<file path="config.mk">
export PLATFORM = sky130hd
export DESIGN_NAME = sct_cell
export DESIGN_NICKNAME = d
export VERILOG_FILES = /design/src/design/sine_cosine_taylor_series_macros.svh /design/src/design/sct_pkg.sv /design/src/design/sct_cell.sv
export SDC_FILE = /design/constraint.sdc
export NUM_CORES = 2
export LEC_CHECK = 0
export BUFFER_PORTS_ARGS = -buffer_cell sky130_fd_sc_hd__buf_2
export CAP_MARGIN = 20
export CORE_MARGIN = 4
export CORE_UTILIZATION = 60
export DETAILED_ROUTE_END_ITERATION = 8
export GPL_TIMING_DRIVEN = 1
export PLACE_DENSITY = 0.77
export RECOVER_POWER = 25
export SYNTH_ARGS = -nofsm -noshare
export SYNTH_HDL_FRONTEND = slang
export SYNTH_SLANG_ARGS = --single-unit
</file>
<file path="constraint.sdc">
create_clock -name clock -period 17.45 [get_ports clock]
set_input_delay 3.49 -clock clock [delete_from_list [all_inputs] [get_ports clock]]
set_output_delay 3.49 -clock clock [all_outputs]
set_load 0.03 [all_outputs]
</file>
<file path="src/design/sine_cosine_taylor_series_macros.svh">
// Assertion macros shared by the sine/cosine block.
`ifndef SINE_COSINE_TAYLOR_SERIES_MACROS_SVH
`define SINE_COSINE_TAYLOR_SERIES_MACROS_SVH

// Consequent checked in the same cycle as the antecedent.
`define SCT_ASSERT_SAME(lbl, clk, rst, ante, cons, msg) \
   lbl: assert property (@(posedge clk) disable iff (rst) (ante) |-> (cons)) \
      else $error(msg);

// Consequent checked in the cycle after the antecedent.
`define SCT_ASSERT_NEXT(lbl, clk, rst, ante, cons, msg) \
   lbl: assert property (@(posedge clk) disable iff (rst) (ante) |=> (cons)) \
      else $error(msg);

`endif

</file>
<file path="src/design/sct_pkg.sv">
// Types, formats and constant tables of the sine/cosine block.
package sct_pkg;

   localparam int ANGLE_W  = 32;          // Q8.24 input angle
   localparam int VALUE_W  = 32;          // Q2.30 result
   localparam int FRAC_W   = 30;          // Q30 fraction bits
   localparam int HALF_Q30 = 1 << (FRAC_W - 1);

   // angle reduction
   localparam int RED_W      = 34;
   localparam int Q_W        = 7;         // turn count estimate, signed
   localparam int FOLD_K_W   = 14;
   localparam int FOLD_SHIFT = 40;
   localparam logic [FOLD_K_W-1:0] FOLD_K = 14'd10430;   // round(2^16 / two pi)
   localparam logic signed [RED_W-1:0] PI_Q24     = 34'sd52707179;
   localparam logic signed [RED_W-1:0] TWO_PI_Q24 = 34'sd105414357;

   // series datapath widths (magnitudes)
   localparam int X_MAG_W  = 26;          // |folded angle| in Q24
   localparam int XQ_SHIFT = 6;           // Q24 -> Q30
   localparam int XQ_W     = X_MAG_W + XQ_SHIFT;
   localparam int X2_W     = 34;          // x squared, Q30, up to pi^2
   localparam int TERM_W   = 33;          // largest term is about 5.2
   localparam int P1_W     = 36;          // term times x squared, up to about 51
   localparam int RECIP_W  = 30;
   localparam int SUM_W    = 36;          // signed running sum

   localparam logic [TERM_W-1:0] ONE_Q30 = TERM_W'(1) << FRAC_W;

   localparam int MAX_TERMS = 8;
   localparam int IDX_W     = $clog2(2 * MAX_TERMS);

   // 1/(n*(n+1)) in Q30 for n = 1..16
   localparam logic [RECIP_W-1:0] RECIP_TAB [2*MAX_TERMS] = '{
      30'd536870912, 30'd178956971, 30'd89478485,  30'd53687091,
      30'd35791394,  30'd25565282,  30'd19173961,  30'd14913081,
      30'd11930465,  30'd9761289,   30'd8134408,   30'd6882960,
      30'd5899680,   30'd5113056,   30'd4473924,   30'd3947580
   };

   // data handed from cell to cell
   typedef struct packed {
      logic                     op;
      logic [X2_W-1:0]          x2;
      logic                     term_neg;
      logic [TERM_W-1:0]        term_mag;
      logic signed [SUM_W-1:0]  sum;       // sum of the terms before this one
   } sct_lane_type;

endpackage

</file>
<file path="src/design/sct_cell.sv">
// One series cell: adds the incoming term and forms the next one (two stages).
module sct_cell import sct_pkg::*; #(
   parameter int K = 1
) (
   input  logic          clock,
   input  logic          reset,
   input  logic          up_valid,
   output logic          up_ready,
   input  sct_lane_type  up_data,
   output logic          dn_valid,
   input  logic          dn_ready,
   output sct_lane_type  dn_data
);

   // reciprocal of n*(n+1): n = 2K for sine, 2K-1 for cosine
   localparam logic [IDX_W-1:0] SIN_IDX = IDX_W'(2 * K - 1);
   localparam logic [IDX_W-1:0] COS_IDX = IDX_W'(2 * K - 2);
   localparam int PROD1_W = TERM_W + X2_W;
   localparam int PROD2_W = P1_W + RECIP_W;

   logic                     a_valid_ff, a_valid_in;
   logic                     a_op_ff, a_op_in;
   logic [X2_W-1:0]          a_x2_ff, a_x2_in;
   logic                     a_neg_ff, a_neg_in;
   logic [P1_W-1:0]          a_p1_ff, a_p1_in;
   logic signed [SUM_W-1:0]  a_sum_ff, a_sum_in;
   logic                     b_valid_ff, b_valid_in;
   sct_lane_type             b_data_ff, b_data_in;

   logic [PROD1_W-1:0]       prod1, rnd1;
   logic [PROD2_W-1:0]       prod2, rnd2;
   logic [SUM_W-1:0]         mag_ext;
   logic signed [SUM_W-1:0]  term_s;
   logic [RECIP_W-1:0]       recip;
   logic                     a_adv, b_adv;

   assign b_adv    = !b_valid_ff || dn_ready;
   assign a_adv    = !a_valid_ff || b_adv;
   assign up_ready = a_adv;
   assign dn_valid = b_valid_ff;
   assign dn_data  = b_data_ff;

   // stage a: term times x squared, running sum takes the incoming term
   always_comb begin
      prod1      = PROD1_W'(up_data.term_mag) * PROD1_W'(up_data.x2);
      rnd1       = prod1 + PROD1_W'(HALF_Q30);
      mag_ext    = SUM_W'(up_data.term_mag);
      term_s     = up_data.term_neg ? -$signed(mag_ext) : $signed(mag_ext);
      a_valid_in = a_adv ? up_valid : a_valid_ff;
      a_op_in    = a_adv ? up_data.op : a_op_ff;
      a_x2_in    = a_adv ? up_data.x2 : a_x2_ff;
      a_neg_in   = a_adv ? up_data.term_neg : a_neg_ff;
      a_p1_in    = a_adv ? rnd1[FRAC_W +: P1_W] : a_p1_ff;
      a_sum_in   = a_adv ? up_data.sum + term_s : a_sum_ff;
   end

   // stage b: times the reciprocal, sign flips
   always_comb begin
      recip      = a_op_ff ? RECIP_TAB[COS_IDX] : RECIP_TAB[SIN_IDX];
      prod2      = PROD2_W'(a_p1_ff) * PROD2_W'(recip);
      rnd2       = prod2 + PROD2_W'(HALF_Q30);
      b_valid_in = b_adv ? a_valid_ff : b_valid_ff;
      b_data_in  = b_data_ff;
      if (b_adv) begin
         b_data_in.op       = a_op_ff;
         b_data_in.x2       = a_x2_ff;
         b_data_in.term_neg = !a_neg_ff;
         b_data_in.term_mag = rnd2[FRAC_W +: TERM_W];
         b_data_in.sum      = a_sum_ff;
      end
   end

   always_ff @(posedge clock) begin
      if (reset) begin
         a_valid_ff <= 1'b0;
         b_valid_ff <= 1'b0;
      end else begin
         a_valid_ff <= a_valid_in;
         b_valid_ff <= b_valid_in;
      end
   end

   always_ff @(posedge clock) begin
      a_op_ff   <= a_op_in;
      a_x2_ff   <= a_x2_in;
      a_neg_ff  <= a_neg_in;
      a_p1_ff   <= a_p1_in;
      a_sum_ff  <= a_sum_in;
      b_data_ff <= b_data_in;
   end

endmodule

</file>
---- After elaboration in Yosys (flattened, before gate mapping) ----
Index checks and enable logic that the tools add are counted.
word-level totals
  flip-flop bits (word level) ............. 215
  input port bits ......................... 109
  output and inout bits ................... 107
  word-level logic and storage cells ...... 25
operators by class
  add/subtract/negate cells ............... 4
  multiply operators ...................... 2
  muxes and demuxes ....................... 2
  reductions and logical operators ........ 5
operators by type and width
  kind                                                              number
  66-bit by 30-bit adder with 66-bit output, second input constant  1
  33-bit by 34-bit multiplier with 66-bit output                    1
  63-bit by 30-bit adder with 63-bit output, second input constant  1
  36-bit by 30-bit multiplier with 63-bit output                    1
  36-bit adder                                                      1
  36-bit 2-to-1 mux                                                 1
  33-bit negation with 36-bit output                                1
  30-bit 2-to-1 mux                                                 1
  1-bit zero test                                                   3
  1-bit logical OR                                                  2

---- Longest topological paths before layout ----
  depth in word-level cells ............... 3
  mapped depth ............................ 31
  depth with buffers taken out ............ 30

---- Worst setup path before layout ----
Ideal clock, no wire load.
  path kind ............................... input -> register
  start ................................... input port up_data[45] in the netlist's numbering
  end ..................................... register a_p1_ff[34], data pin
  library setup time ...................... 265 ps
  arrival time ............................ 10632 ps
  data required time ...................... 17185 ps
  slack ................................... 6553 ps
  cell stages on the path ................. 28
  buffers on the path ..................... 2
  cell sequence ........................... clkbuf_1 > clkbuf_1 > nand2_1 > fa_1 > fa_1 > fa_1 > inv_1 > fa_1 > inv_1 > fa_1 > inv_1 > fa_1 > fa_1 > inv_1 > fa_1 > inv_1 > ha_1 > a21o_1 > a21oi_1 > nor2b_1 > a311oi_1 > o31ai_1 > o21ai_0 > nand2_1 > a31o_2 > a21oi_1 > nor4_1 > or3_1
on the way
  word-level cells in the longest chain between the ends .. 2
ends and longest elaborated chain
  item                                            line            source
  from (decl)                                     sct_cell.sv:9   input sct_lane_type up_data,
  33-bit by 34-bit multiplier with 66-bit output  sct_cell.sv:45  prod1 = PROD1_W'(up_data.term_mag) * PROD1_W'(up_data.x2);
  66-bit by 30-bit adder with 66-bit output       sct_cell.sv:46  rnd1 = prod1 + PROD1_W'(HALF_Q30);
  named net rnd1[64]                              sct_cell.sv:30  logic [PROD1_W-1:0] prod1, rnd1;
  to (signal assigned)                            sct_cell.sv:87  a_p1_ff <= a_p1_in;
  to (decl)                                       sct_cell.sv:25  logic [P1_W-1:0] a_p1_ff, a_p1_in;
The timed path passes the listed nets, and every way through them passes these cells.
A chain may end at the register's enable or synchronous reset.

---- Worst setup path after layout ----
  start ................................... input port up_data[87] in the netlist's numbering
  end ..................................... register a_p1_ff[30], data pin
Same word-level chain as after synthesis.

==> flow_results.org <==
** Layout
- The net count of the finished layout is 8673.
- Combined area of the multi-input logic cells :: 49500 sq um
- Cells with a size suffix above 1 make up 4.28% of the layout.
- The filler cells instantiated in the layout total 8558.
- Relative to the synthesized area, the layout overhead comes to 4.51%.
- Area occupied by registers :: 6440 sq um

** Clock tree
- The clock passes through at most 3 buffers.
- In this run, CTS created clock tree buffers numbering 27.
- Clock tree synthesis selected as its root buffer the cell clkbuf_16.
- CTS clock-pin slew for the worst setup and hold paths :: 70 ps
- TritonCTS clock tree :: built
- In this run the post-CTS setup repair buffer count came out at 0.
- Skew-Pair Late Insertion Delay :: 600 ps
- CTS H-Tree Depth :: 1
- The number of hold buffers added after CTS was 0.
- Quantity of gates resized following cts :: 0
- Num Clock Sinks :: 215

** Timing
- Clock skew on the completed layout was measured at 21.7 ps.
- Summed over all failing endpoints, the final setup total negative slack is 0 ps.
- For the pin with the worst max-slew slack, the measured transition is 2480 ps.
- Setup repair after global routing left no endpoint under its margin.
- Final max-slew violation count :: 1307
- Setup violations remaining at the end of the flow were counted as 0.
- Final Hold Viols :: 0
- Static timing analysis puts the maximum clock frequency at 78.8 MHz.
- Worst-case headroom to the max-slew limit :: -65.3%
- Final Cycle Share :: 72.8%
- After layout, the minimum clock period comes to 12700 ps.

** Synthesis
- For this run, the leading register cell type out of synthesis is edfxtp_1.
- Averaged over all synthesized cells, the footprint is 9.93 sq um.
- Synthesis produced a netlist whose cell count is 6367.
- Combinational family with the most area after synthesis :: adder cells
- The netlist uses 65 different library cells.
- Portion of netlist area occupied by mux cells :: 0.0317%
- Post-Synthesis Cell Area :: 63200 sq um
- Number of warnings issued by yosys :: 0
- Number of synthesized flops with an enable pin :: 213
- Of all flip-flops after synthesis, the portion carrying an async set or reset was 0%.
- The synthesized netlist devotes 60.4% of its cell area to adder and majority cells.
- Share of synthesized area occupied by flip-flops and latches :: 10.2%
- Register bit count reported by yosys :: 215
- Simple-gate share of the synthesized area :: 11.8%
- Synth Area in Compound Gates :: 4.12%
- The number of nets in the synthesized netlist is 8664.
- XOR/XNOR share of the synthesized area :: 1.98%

** Detailed routing
- Dividing the detail-routed wire length by the instance count gives 21.6 um.
- Number of nets with antenna violations after routing :: 0
- The first routing iteration left 2729 violations.
- DR pass1 iterations :: 5
- The routed layout has 43.7k vias.
- Routed WL :: 168000 um
- Dividing the detail-routed via count by the number of cells gives 5.62.
- For this run, design rule violations remaining after detail routing come to 0.

** Status
- Failing checks :: capacitance limit, slew limit
- Outcome :: finished, violations left

** Global route
- The number of global-route vias before repair is 47.8k.
- Maximum number of pins on one net before global-route repair :: 72
- Wire length of the first global-routing pass :: 268000 um
- Antenna violations before repair :: 9
- Congestion Overflow GR :: 0
- Overall Global Routing Usage :: 31.2%

** Critical path
- Element type at the critical path end :: flip-flop
- STA puts the critical path data arrival time at 13040 ps.
- The worst setup path is launched from an input port.
- STA puts the critical path data required time at 17790 ps.
- The worst setup path is of the in -> reg kind.
- Max Fanout on Critical Path :: 34

** Floorplanning
- 216 I/O pins were placed.
- The die covers 111000 sq um.
- The floorplan step set the die height to 333 um.
- Cell Rows :: 118
- The region available for standard cell placement spans 104000 sq um.
- Measured along the x axis, the die boundary spans 333 um.
- The initial utilization of the core area, before any placement, comes to 60.7%.

** Placement
- The count of buffers added on input and output ports is 215.
- Routability-driven placement finished with a final weighted congestion of 1.00.
- Once detailed placement completed, the half-perimeter wirelength came to 138000 um.

** Run
- Max-cap viol count :: 37

** Min path
- Worst min-delay path class :: reg -> reg
[placed cells by master (no fill, tap or decap), types with 5 or more instances in the layout]
cell type  instances
nand4_1           33
a31oi_1           15
o211ai_1           8
nand2_1          671
buf_4             20
inv_6              5
buf_2            187
a21boi_0           5
xnor2_1           97
a21oi_1          119
o41ai_1            7
nor3_1            21
and3_1            10
inv_1           1675
and4_1             6
or4_1              5
clkbuf_16         27
nor2b_1           22
a211oi_1           6
nand3_1           21
or2_2              7
clkinv_1           5
nand2b_1          47
ha_1             753
xor2_1            44
nor2_1            58
o31ai_1           16
o21ai_0           74
fa_1            1435
a21o_1            69
o21bai_1          15
edfxtp_1         213
a31o_2             7
or3_1              8
o21a_1            21
clkbuf_1          37
and2_1           549
[Yosys cell counts (all sizes together), types with 15 or more instances]
library cell	n	area (sq um)
a21o	69	518
a21oi	119	596
a31oi	15	93.8
and2	550	3440
buf	15	72.6
clkbuf	248	931
edfxtp	213	6400
fa	1435	28700
ha	753	9420
inv	1676	6290
nand2	671	2520
nand2b	47	294
nand3	21	105
nand4	33	206
nor2	58	218
nor2b	22	138
nor3	21	105
o21a	22	173
o21ai	74	370
o21bai	15	113
o31ai	16	120
xnor2	98	866
xor2	44	385
[final timing paths]
path	startpoint	to	slack [ps]	cells past startpoint
setup / recovery	up_data[87]	a_p1_ff[30]	4750	28
hold / removal	a_sum_ff[1]	dn_data[1]	410	0
setup reg to reg	a_op_ff	dn_data[68]	8440	27
hold reg to reg	a_sum_ff[1]	dn_data[1]	410	0
[sequential cells by signal, summed over array words and instances (netlist names)]
name and flops:
dn_data 105, a_sum_ff 36, a_op_ff 1, a_p1_ff 36, dn_valid 1, a_x2_ff 34
a_neg_ff 1, a_valid_ff 1
[through the flow]
step	area, sq um	std cells	setup slack (ps)	hold WS (ps)	utilization (%)
after floorplan	63200	6367	6550	400	-
after global placement	65200	7726	4930	401	62.6
after detailed placement	65200	7727	5230	405	62.7
after CTS	66100	7775	5870	403	63.5
after global routing	66000	7777	4370	413	63.4
final	66000	7779	4750	415	63.5
[worst max-delay path, stage by stage]
cell	delay [ps]
clkbuf_1	1540
nand2_1	270
fa_1	580
fa_1	560
inv_1	60
fa_1	480
inv_1	60
fa_1	450
fa_1	540
inv_1	50
fa_1	450
fa_1	520
inv_1	50
fa_1	490
inv_1	50
ha_1	300
nand2_1	70
nor2_1	530
nand3_1	230
or3_1	390
nor3_1	170
o21ai_0	150
buf_4	210
o21ai_0	230
a41oi_1	190
a31oi_1	550
a41oi_1	220
xnor2_1	160
[per-layer routing]
layer / up-vias / routed length (um) / track usage (%)
li1: 18980 / - / -
met1: 22478 / 65700 / 40.8
met2: 1826 / 79700 / 51.3
met3: 394 / 16200 / 7.87
met4: 6 / 6430 / 10.1
met5: - / 40 / 0
[cells by family after synthesis]
group | count (synthesis)
DFF | 215
xor gates and xnor gates | 142
and+or+nand+nor | 1477
muxes | 2
buffers and inverters | 1939
AOI/OAI and AO/OA | 402
adders and majority gates | 2188
other | 2
[final cells by class]
cell class	instances	share of cell area (%)
Sequential cell	215	9.74
Inverter	1676	9.53
Tap cell	1380	2.61
Timing Repair Buffer	243	1.85
Clock buffer	28	1.03
Clock inverter	20	0.326
Antenna cell	4	0.0152
Multi-Input combinational cell	4213	74.9
Power is not shown: default switching activity piles up to over one toggle a cycle in this logic, so the estimate is an artifact.
